<file path="src/sv/sbpl_pkg.sv">
// Shared types, codes and limits for the servo bus packet link.
`default_nettype none
package sbpl_pkg;

	// Limits of the packet format
	localparam logic [4:0] MAX_TX_PARAMS  = 5'd16;
	localparam logic [7:0] MAX_STATUS_LEN = 8'd32;
	localparam logic [7:0] MIN_STATUS_LEN = 8'd2;
	localparam logic [7:0] HDR_BYTE       = 8'hff;
	localparam logic [7:0] LEN_INDEX      = 8'd4 - 8'd1;
	localparam logic [7:0] TIMEOUT_DEFAULT = 8'd100;
	localparam int         RES_MAX        = 6;

	typedef enum logic [1:0] {
		IN_START = 2'd0,
		IN_PARAM = 2'd1,
		IN_RX    = 2'd2,
		IN_TICK  = 2'd3
	} in_kind_t;

	typedef enum logic [1:0] {
		OUT_TX     = 2'd0,
		OUT_RX     = 2'd1,
		OUT_FINISH = 2'd2,
		OUT_UNUSED = 2'd3
	} out_kind_t;

	typedef enum logic [1:0] {
		ST_OK       = 2'd0,
		ST_CHECKSUM = 2'd1,
		ST_TIMEOUT  = 2'd2,
		ST_LENGTH   = 2'd3
	} status_t;

	typedef enum logic [1:0] {
		PH_IDLE   = 2'd0,
		PH_PARAMS = 2'd1,
		PH_RECV   = 2'd2,
		PH_SPARE  = 2'd3
	} phase_t;

	// One input transaction
	typedef struct packed {
		in_kind_t    kind;
		logic [7:0]  servo_id;
		logic [7:0]  instruction;
		logic [4:0]  param_count;
		logic [7:0]  data_byte;
	} item_t;

	// One result transaction (last is derived by the output buffer)
	typedef struct packed {
		out_kind_t   kind;
		logic [7:0]  value;
		logic [7:0]  index;
		status_t     status;
		logic        drive;
	} result_t;

	// Results produced by one item
	typedef struct packed {
		logic [2:0]                 count;
		result_t [RES_MAX-1:0]      res;
	} batch_t;

endpackage
`default_nettype wire

</file>
<file path="src/sv/servo_bus_packet_link_core.sv">
// An accepted transaction is registered, processed once the result buffer is free, and its
// results are registered in that buffer and offered one a cycle while m_tready is high.
// Throughput: one input transaction per cycle while each yields at most one result and
// m_tready is high; an item with n results (up to six for a start packet) holds the buffer
// until all are taken. Reset: arst_n asynchronously clears the input stage, buffer and
// protocol state (phase idle, counters and sums zero) and loads the timeout with 100 ticks.
`default_nettype none
module servo_bus_packet_link_core (
	input  wire logic        clk,
	input  wire logic        arst_n,
	input  wire logic        cfg_we,
	input  wire logic [7:0]  cfg_wdata,
	input  wire logic        s_tvalid,
	output logic             s_tready,
	// servo_id[7:0], instruction[15:8], param_count[20:16], data_byte[28:21], zero pad
	input  wire logic [31:0] s_tdata,
	// kind[1:0]
	input  wire logic [1:0]  s_tuser,
	output logic             m_tvalid,
	input  wire logic        m_tready,
	// byte_value[7:0], byte_index[15:8], finish_status[17:16], zero pad
	output logic [23:0]      m_tdata,
	// out_kind[1:0], drive_line[2]
	output logic [2:0]       m_tuser,
	output logic             m_tlast
);

	logic              valid_s1;
	sbpl_pkg::item_t   item_s1;
	logic              free;
	logic              take;
	sbpl_pkg::batch_t  batch;
	sbpl_pkg::result_t res;
	logic              res_last;

	assign take     = valid_s1 && free;
	assign s_tready = !valid_s1 || free;

	// Input stage: hold one transaction until the buffer can take its results
	always_ff @(posedge clk or negedge arst_n) begin
		if (!arst_n) begin
			valid_s1 <= 1'b0;
		end else if (s_tready) begin
			valid_s1 <= s_tvalid;
		end
	end

	always_ff @(posedge clk) begin
		if (s_tready && s_tvalid) begin
			item_s1.kind        <= sbpl_pkg::in_kind_t'(s_tuser);
			item_s1.servo_id    <= s_tdata[7:0];
			item_s1.instruction <= s_tdata[15:8];
			item_s1.param_count <= s_tdata[20:16];
			item_s1.data_byte   <= s_tdata[28:21];
		end
	end

	sbpl_engine u_engine (
		.clk       (clk),
		.arst_n    (arst_n),
		.cfg_we    (cfg_we),
		.cfg_wdata (cfg_wdata),
		.take      (take),
		.item      (item_s1),
		.batch     (batch)
	);

	sbpl_out_buf u_out_buf (
		.clk      (clk),
		.arst_n   (arst_n),
		.load     (take),
		.batch    (batch),
		.free     (free),
		.m_tvalid (m_tvalid),
		.m_tready (m_tready),
		.res      (res),
		.res_last (res_last)
	);

	// Pack the result transaction
	assign m_tdata = {6'd0, res.status, res.index, res.value};
	assign m_tuser = {res.drive, res.kind};
	assign m_tlast = res_last;

endmodule
`default_nettype wire

</file>
<file path="src/sv/sbpl_engine.sv">
// Protocol state and per-item result generation for the servo bus packet link.
`default_nettype none
module sbpl_engine (
	input  wire logic            clk,
	input  wire logic            arst_n,
	input  wire logic            cfg_we,
	input  wire logic [7:0]      cfg_wdata,
	input  wire logic            take,
	input  wire sbpl_pkg::item_t item,
	output sbpl_pkg::batch_t     batch
);

	sbpl_pkg::phase_t phase_q, phase_d;
	logic [4:0] params_left_q, params_left_d;
	logic [7:0] tx_sum_q, tx_sum_d;
	logic [7:0] tx_index_q, tx_index_d;
	logic [7:0] rx_count_q, rx_count_d;
	logic [7:0] rx_length_q, rx_length_d;
	logic [7:0] rx_sum_q, rx_sum_d;
	logic [7:0] wait_ticks_q, wait_ticks_d;
	logic [7:0] timeout_q;

	logic [7:0] len;
	logic [7:0] hdr_sum;
	logic [7:0] psum;
	logic [7:0] pidx;
	logic [4:0] pleft;
	logic [7:0] rx_next;
	logic [7:0] wt_next;

	// Build a result record
	function automatic sbpl_pkg::result_t mk(sbpl_pkg::out_kind_t k, logic [7:0] v,
			logic [7:0] i, sbpl_pkg::status_t s, logic d);
		sbpl_pkg::result_t r;
		r.kind   = k;
		r.value  = v;
		r.index  = i;
		r.status = s;
		r.drive  = d;
		return r;
	endfunction

	// Next state and results for the item at hand
	always_comb begin
		phase_d       = phase_q;
		params_left_d = params_left_q;
		tx_sum_d      = tx_sum_q;
		tx_index_d    = tx_index_q;
		rx_count_d    = rx_count_q;
		rx_length_d   = rx_length_q;
		rx_sum_d      = rx_sum_q;
		wait_ticks_d  = wait_ticks_q;
		batch         = '0;
		len           = 8'({3'd0, item.param_count} + 8'd2);
		hdr_sum       = item.servo_id + len + item.instruction;
		psum          = tx_sum_q + item.data_byte;
		pidx          = tx_index_q + 8'd1;
		pleft         = params_left_q - 5'd1;
		rx_next       = rx_count_q + 8'd1;
		wt_next       = (wait_ticks_q == 8'hff) ? wait_ticks_q : wait_ticks_q + 8'd1;
		case (item.kind)
			sbpl_pkg::IN_START: begin
				if (item.param_count > sbpl_pkg::MAX_TX_PARAMS) begin
					phase_d       = sbpl_pkg::PH_IDLE;
					params_left_d = '0;
					batch.count   = 3'd1;
					batch.res[0]  = mk(sbpl_pkg::OUT_FINISH, 8'd0, 8'd0,
						sbpl_pkg::ST_LENGTH, 1'b0);
				end else begin
					batch.res[0]  = mk(sbpl_pkg::OUT_TX, sbpl_pkg::HDR_BYTE, 8'd0,
						sbpl_pkg::ST_OK, 1'b1);
					batch.res[1]  = mk(sbpl_pkg::OUT_TX, sbpl_pkg::HDR_BYTE, 8'd1,
						sbpl_pkg::ST_OK, 1'b1);
					batch.res[2]  = mk(sbpl_pkg::OUT_TX, item.servo_id, 8'd2,
						sbpl_pkg::ST_OK, 1'b1);
					batch.res[3]  = mk(sbpl_pkg::OUT_TX, len, 8'd3,
						sbpl_pkg::ST_OK, 1'b1);
					batch.res[4]  = mk(sbpl_pkg::OUT_TX, item.instruction, 8'd4,
						sbpl_pkg::ST_OK, 1'b1);
					tx_sum_d      = hdr_sum;
					tx_index_d    = 8'd5;
					params_left_d = item.param_count;
					if (item.param_count == 5'd0) begin
						batch.res[5] = mk(sbpl_pkg::OUT_TX, ~hdr_sum, 8'd5,
							sbpl_pkg::ST_OK, 1'b1);
						batch.count  = 3'd6;
						phase_d      = sbpl_pkg::PH_RECV;
						rx_count_d   = '0;
						rx_length_d  = '0;
						rx_sum_d     = '0;
						wait_ticks_d = '0;
					end else begin
						batch.count  = 3'd5;
						phase_d      = sbpl_pkg::PH_PARAMS;
					end
				end
			end
			sbpl_pkg::IN_PARAM: begin
				if (phase_q == sbpl_pkg::PH_PARAMS) begin
					batch.res[0]  = mk(sbpl_pkg::OUT_TX, item.data_byte, tx_index_q,
						sbpl_pkg::ST_OK, 1'b1);
					tx_sum_d      = psum;
					tx_index_d    = pidx;
					params_left_d = pleft;
					if (pleft == 5'd0) begin
						batch.res[1] = mk(sbpl_pkg::OUT_TX, ~psum, pidx,
							sbpl_pkg::ST_OK, 1'b1);
						batch.count  = 3'd2;
						phase_d      = sbpl_pkg::PH_RECV;
						rx_count_d   = '0;
						rx_length_d  = '0;
						rx_sum_d     = '0;
						wait_ticks_d = '0;
					end else begin
						batch.count  = 3'd1;
					end
				end
			end
			sbpl_pkg::IN_RX: begin
				if (phase_q == sbpl_pkg::PH_RECV) begin
					wait_ticks_d = '0;
					rx_count_d   = rx_next;
					batch.count  = 3'd1;
					batch.res[0] = mk(sbpl_pkg::OUT_RX, item.data_byte, rx_count_q,
						sbpl_pkg::ST_OK, 1'b0);
					if (rx_count_q == sbpl_pkg::LEN_INDEX) begin
						// Status length byte
						rx_length_d = item.data_byte;
						rx_sum_d    = rx_sum_q + item.data_byte;
						if (item.data_byte > sbpl_pkg::MAX_STATUS_LEN ||
								item.data_byte < sbpl_pkg::MIN_STATUS_LEN) begin
							phase_d      = sbpl_pkg::PH_IDLE;
							batch.count  = 3'd2;
							batch.res[1] = mk(sbpl_pkg::OUT_FINISH, 8'd0, rx_next,
								sbpl_pkg::ST_LENGTH, 1'b0);
						end
					end else if (rx_count_q < sbpl_pkg::LEN_INDEX) begin
						// Header bytes pass unchecked; the id joins the sum
						if (rx_count_q == 8'd2) begin
							rx_sum_d = rx_sum_q + item.data_byte;
						end
					end else if (rx_count_q == sbpl_pkg::LEN_INDEX + rx_length_q) begin
						// Checksum byte closes the status packet
						phase_d      = sbpl_pkg::PH_IDLE;
						batch.count  = 3'd2;
						batch.res[1] = mk(sbpl_pkg::OUT_FINISH, 8'd0, rx_next,
							(~rx_sum_q == item.data_byte) ? sbpl_pkg::ST_OK
								: sbpl_pkg::ST_CHECKSUM, 1'b0);
					end else begin
						rx_sum_d = rx_sum_q + item.data_byte;
					end
				end
			end
			sbpl_pkg::IN_TICK: begin
				if (phase_q == sbpl_pkg::PH_RECV) begin
					wait_ticks_d = wt_next;
					if (wt_next >= timeout_q) begin
						phase_d      = sbpl_pkg::PH_IDLE;
						batch.count  = 3'd1;
						batch.res[0] = mk(sbpl_pkg::OUT_FINISH, 8'd0, rx_count_q,
							sbpl_pkg::ST_TIMEOUT, 1'b0);
					end
				end
			end
			default: begin
				batch = '0;
			end
		endcase
	end

	// Hold protocol state; advance on each item taken
	always_ff @(posedge clk or negedge arst_n) begin
		if (!arst_n) begin
			phase_q       <= sbpl_pkg::PH_IDLE;
			params_left_q <= '0;
			tx_sum_q      <= '0;
			tx_index_q    <= '0;
			rx_count_q    <= '0;
			rx_length_q   <= '0;
			rx_sum_q      <= '0;
			wait_ticks_q  <= '0;
		end else if (take) begin
			phase_q       <= phase_d;
			params_left_q <= params_left_d;
			tx_sum_q      <= tx_sum_d;
			tx_index_q    <= tx_index_d;
			rx_count_q    <= rx_count_d;
			rx_length_q   <= rx_length_d;
			rx_sum_q      <= rx_sum_d;
			wait_ticks_q  <= wait_ticks_d;
		end
	end

	// Timeout register
	always_ff @(posedge clk or negedge arst_n) begin
		if (!arst_n) begin
			timeout_q <= sbpl_pkg::TIMEOUT_DEFAULT;
		end else if (cfg_we) begin
			timeout_q <= cfg_wdata;
		end
	end

endmodule
`default_nettype wire

</file>
<file path="src/sv/sbpl_out_buf.sv">
// Result buffer: holds the results of one item and hands them out in order.
`default_nettype none
module sbpl_out_buf (
	input  wire logic             clk,
	input  wire logic             arst_n,
	input  wire logic             load,
	input  wire sbpl_pkg::batch_t batch,
	output logic                  free,
	output logic                  m_tvalid,
	input  wire logic             m_tready,
	output sbpl_pkg::result_t     res,
	output logic                  res_last
);

	sbpl_pkg::result_t [sbpl_pkg::RES_MAX-1:0] res_q;
	logic [2:0] cnt_q;
	logic [2:0] ptr_q;
	logic       take;

	assign m_tvalid = (cnt_q != 3'd0);
	assign res      = res_q[ptr_q];
	assign res_last = (ptr_q == cnt_q - 3'd1);
	assign take     = m_tvalid && m_tready;
	assign free     = !m_tvalid || (take && res_last);

	// Load a new batch or step through the current one
	always_ff @(posedge clk or negedge arst_n) begin
		if (!arst_n) begin
			cnt_q <= '0;
			ptr_q <= '0;
		end else if (load) begin
			cnt_q <= batch.count;
			ptr_q <= '0;
		end else if (take) begin
			if (res_last) begin
				cnt_q <= '0;
				ptr_q <= '0;
			end else begin
				ptr_q <= ptr_q + 3'd1;
			end
		end
	end

	// Result payload
	always_ff @(posedge clk) begin
		if (load) begin
			res_q <= batch.res;
		end
	end

endmodule
`default_nettype wire

</file>
<file path="config.mk">
export PLATFORM = sky130hd
export DESIGN_NAME = servo_bus_packet_link_core
export DESIGN_NICKNAME = d
export VERILOG_FILES = /design/src/sv/sbpl_pkg.sv /design/src/sv/servo_bus_packet_link_core.sv /design/src/sv/sbpl_engine.sv /design/src/sv/sbpl_out_buf.sv
export SDC_FILE = /design/constraint.sdc
export NUM_CORES = 1
export LEC_CHECK = 0
export BUFFER_PORTS_ARGS = -buffer_cell sky130_fd_sc_hd__buf_2
export CAP_MARGIN = 0
export CORE_MARGIN = 2
export CORE_UTILIZATION = 40
export CTS_BUF_LIST = sky130_fd_sc_hd__clkbuf_8
export DETAILED_ROUTE_END_ITERATION = 8
export PLACE_DENSITY = 0.61
export SLEW_MARGIN = 20
export SYNTH_ARGS = -nofsm -noshare
export SYNTH_HDL_FRONTEND = slang
export SYNTH_SLANG_ARGS = --single-unit
</file>
<file path="constraint.sdc">
create_clock -name clk -period 4.9 [get_ports clk]
set_input_delay 0.98 -clock clk [delete_from_list [all_inputs] [get_ports clk]]
set_output_delay 0.98 -clock clk [all_outputs]
set_load 0.02 [all_outputs]
</file>
==> summary.md <==
| Metric | Value |
|---|---|
| PD cells | 604 nW/um^2 |
| Die width | 158 um |
| Routed Antenna Nets | 0 |
| Worst R2R Start | u_engine.wait_ticks_q[3] |
| Number of synthesized register bits | 173 |
| DRC errors left | 0 |
| Critical-path maximum fanout | 28 |
| Fin nets | 1069 |
| Total Routing Usage GR | 0.187 |
| Fin Setup TNS | 0 ns |
| CP required | 3.92 ns |
| WP buf/inv | 1 |
| Area grow syn2layout | 10.7% |
| Skew final | 0.0153 ns |
| RSZ-0062 raised after global routing | false |
| Syn. warnings | 0 |
| Least-Margin Pin Slew | 1.08 ns |
| # port buffers | 67 |
| CTS Buf Count | 17 |
| Vias in the first global route | 6431 |
| CTS clk-pin slew, worst paths | 0.10 ns |
| Total wire length | 22.2 mm |
| Critical path's largest stage delay | 1.07 ns |
| Commonest cells after routing, fill and taps aside | 107 x nand2_1, 103 x edfxtp_1, 80 x o21ai_0 |
| Fmax | 272 MHz |
| IO Count | 77 |
| Synth async-reset ratio | 0.405 |
| Pwr Total | 6.36 mW |
| Crit path from | u_out_buf.ptr_q[1] |
| Setup violations, final | 0 |
| Placed Cells | 1270 |
| Cell Chain, Critical Path | nor2b_1 > a22oi_1 > o22ai_1 > buf_2 |
| Utilization after layout | 0.450 |
| Final WS setup | 1.23 ns |
| Status | finished clean |
| Drt pass-1 iters | 5 |
| Post-CTS Setup Bufs | 0 |
| Crit path kind | reg2out |
| Tmin final | 3.67 ns |
| Crit. End Element | output port |
| Clk buf depth | 2 |
| Synth area leaders | edfxtp_1 32%, dfrtp_1 18%, ha_1 5.6% |
| Post-synth cell types | 67 |
| Final hold slack | 0.513 ns |
| Clock Tree Root | clkbuf_8 |
| Wire per inst | 17.1 um |
| Commonest non-fill, non-tap cell in the layout | nand2_1 |
| DPL Wire Length | 15.7 mm |
| CP arrival | 2.69 ns |
| H-tree depth | 4 |
| Max stage delay cell, worst path | dfrtp_1 |
| Core box area | 23400 um^2 |
| Initial Util | 0.407 |
| Kind of cell adding the most delay to the critical path | flip-flops |
| Cts hold-fix bufs | 0 |
| Worst Hold Class | reg2reg |
| Clock Latency Late Sink | 0.49 ns |
| Final cell count without fillers | 1302 |
| Gate Count Post-Synth | 915 |
| Grt ovf | 0 |
| Die H | 158 um |
| Vias/cell | 5.33 |
| Final hold violations | 0 |
| Main synth FF type | edfxtp_1 |
| Cts repair resizes | 0 |
| Slew headroom | 0.277 |
| Post-synthesis cell area | 9520 um^2 |
| Initial antenna violation count | 0 |
| Dpl cell area | 10100 um^2 |
| # rows | 56 |
| Number of synthesized flops with an enable pin | 103 |
| Initial drt markers | 550 |
| Layout cells sized above 1 | 0.139 |
| MaxCap Viol Count | 0 |
| CTS tree | done |
| Largest net degree at the start of global routing | 76 |
| Hold wc startpoint | u_engine.tx_sum_q[3] |
| Total number of vias | 6941 |
| Peak VDD IR | 0.224 mV |
| Cell accounting for the most synthesized area | edfxtp_1 |
| Final Cell Area | 10500 um^2 |
| CP startpoint kind | register |
| Sequential area share after synthesis | 0.509 |
| Top cell type's share of synthesized area | 0.325 |
| GP Congestion | 0.882 |
| Slew Limit Fails | 0 |
| P_leak | 4.41 nW |
| Antenna cells | 0 |
| Post-Syn Area per Cell | 10.4 um^2 |
| Setup slack at placement | 1.46 ns |
| Die ar. | 25100 um^2 |
| Clk sinks | 173 |
| Final Cycle Share | 0.749 |
| Global-route wire length before repair | 35.5 mm |
==> kinds of logic (layout without fill, tap and decap cells) <==
| family | Yosys count | count (layout) | synth area share |
|---|---|---|---|
| buffers and inverters | 92 | 155 | 0.0397 |
| AOI/OAI and AO/OA | 220 | 220 | 0.146 |
| muxes | 31 | 31 | 0.0349 |
| and+or+nand+nor | 297 | 297 | 0.148 |
| xor gates and xnor gates | 49 | 49 | 0.0465 |
| other | 1 | 6 | 0.000394 |
| adders and majority gates | 52 | 52 | 0.0754 |
| DFF | 173 | 173 | 0.509 |
==> cells in the mapped netlist, drive strengths merged (4+ instances only) <==
master	count
a211oi	5
a21o	8
a21oi	39
a22o	18
a22oi	10
a31oi	9
and2	15
and3	10
buf	13
clkbuf	27
dfrtp	67
edfxtp	103
fa	9
ha	43
inv	52
mux2	18
mux2i	13
nand2	109
nand2b	14
nand3	23
nand4	5
nor2	79
nor2b	11
nor3	9
nor4	8
o21ai	83
o21bai	5
o22ai	12
o31ai	6
or2	4
xnor2	30
xor2	18
==> flip-flops by register name, indices dropped and copies added, names as in the netlist, 3 cells and up <==
name / cells
u_engine.tx_index_q: 8
u_engine.params_left_q: 5
u_engine.rx_sum_q: 8
item_s1: 31
u_engine.rx_count_q: 8
u_out_buf.ptr_q: 3
u_out_buf.cnt_q: 3
u_engine.rx_length_q: 8
u_out_buf.res_q: 72
u_engine.wait_ticks_q: 8
u_engine.timeout_q: 8
u_engine.tx_sum_q: 8
==> metal layers <==
| layer | global-route usage | share of wire | up-vias |
|---|---|---|---|
| li1 | - | - | 3359 |
| met1 | 0.283 | 0.50 | 3366 |
| met2 | 0.275 | 0.43 | 197 |
| met3 | 0.0373 | 0.058 | 19 |
| met4 | 0.0429 | 0.010 | 0 |
| met5 | 0 | 0 | - |
==> final timing paths <==
path                                    endpoint  slack, ns  cells past startpoint
setup / recovery                      m_tdata[1]       1.23                      4
hold / removal              u_engine.tx_sum_q[3]       0.51                      2
setup reg to reg              u_out_buf.res_q[3]       1.40                     12
hold reg to reg             u_engine.tx_sum_q[3]       0.51                      2
max in group asynchronous  u_engine.timeout_q[6]       3.22                      2
min in group asynchronous     u_out_buf.ptr_q[2]       0.62                      1
==> final cells by class <==
cell class,count,area (um^2)
Clock buffer,17,234
Clock inverter,15,173
Fill cell,2255,12900
Inverter,52,195
Multi-Input combinational cell,655,4330
Sequential cell,173,4850
Tap cell,319,399
Timing Repair Buffer,71,365
==> worst register-to-register path: stages (launching register included) <==
cell and delay (ns):
dfrtp_1 0.46, nand4_1 0.16, nor2_1 0.31, nand3_1 0.25, xnor2_1 0.22, ha_1 0.25, nand2b_1 0.13, a21o_1 0.17
a211o_1 0.30, a21oi_1 0.32, or3_1 0.22, nand2_1 0.21, a22o_1 0.26
==> power breakdown <==
| group | total [mW] | internal (mW) | switching, mW |
|---|---|---|---|
| clock | 1.04 | 0.431 | 0.614 |
| sequential | 2.53 | 2.17 | 0.365 |
| combinational | 2.79 | 1.05 | 1.74 |
| total | 6.36 | 3.64 | 2.72 |
(Power assumes the default switching activity.)
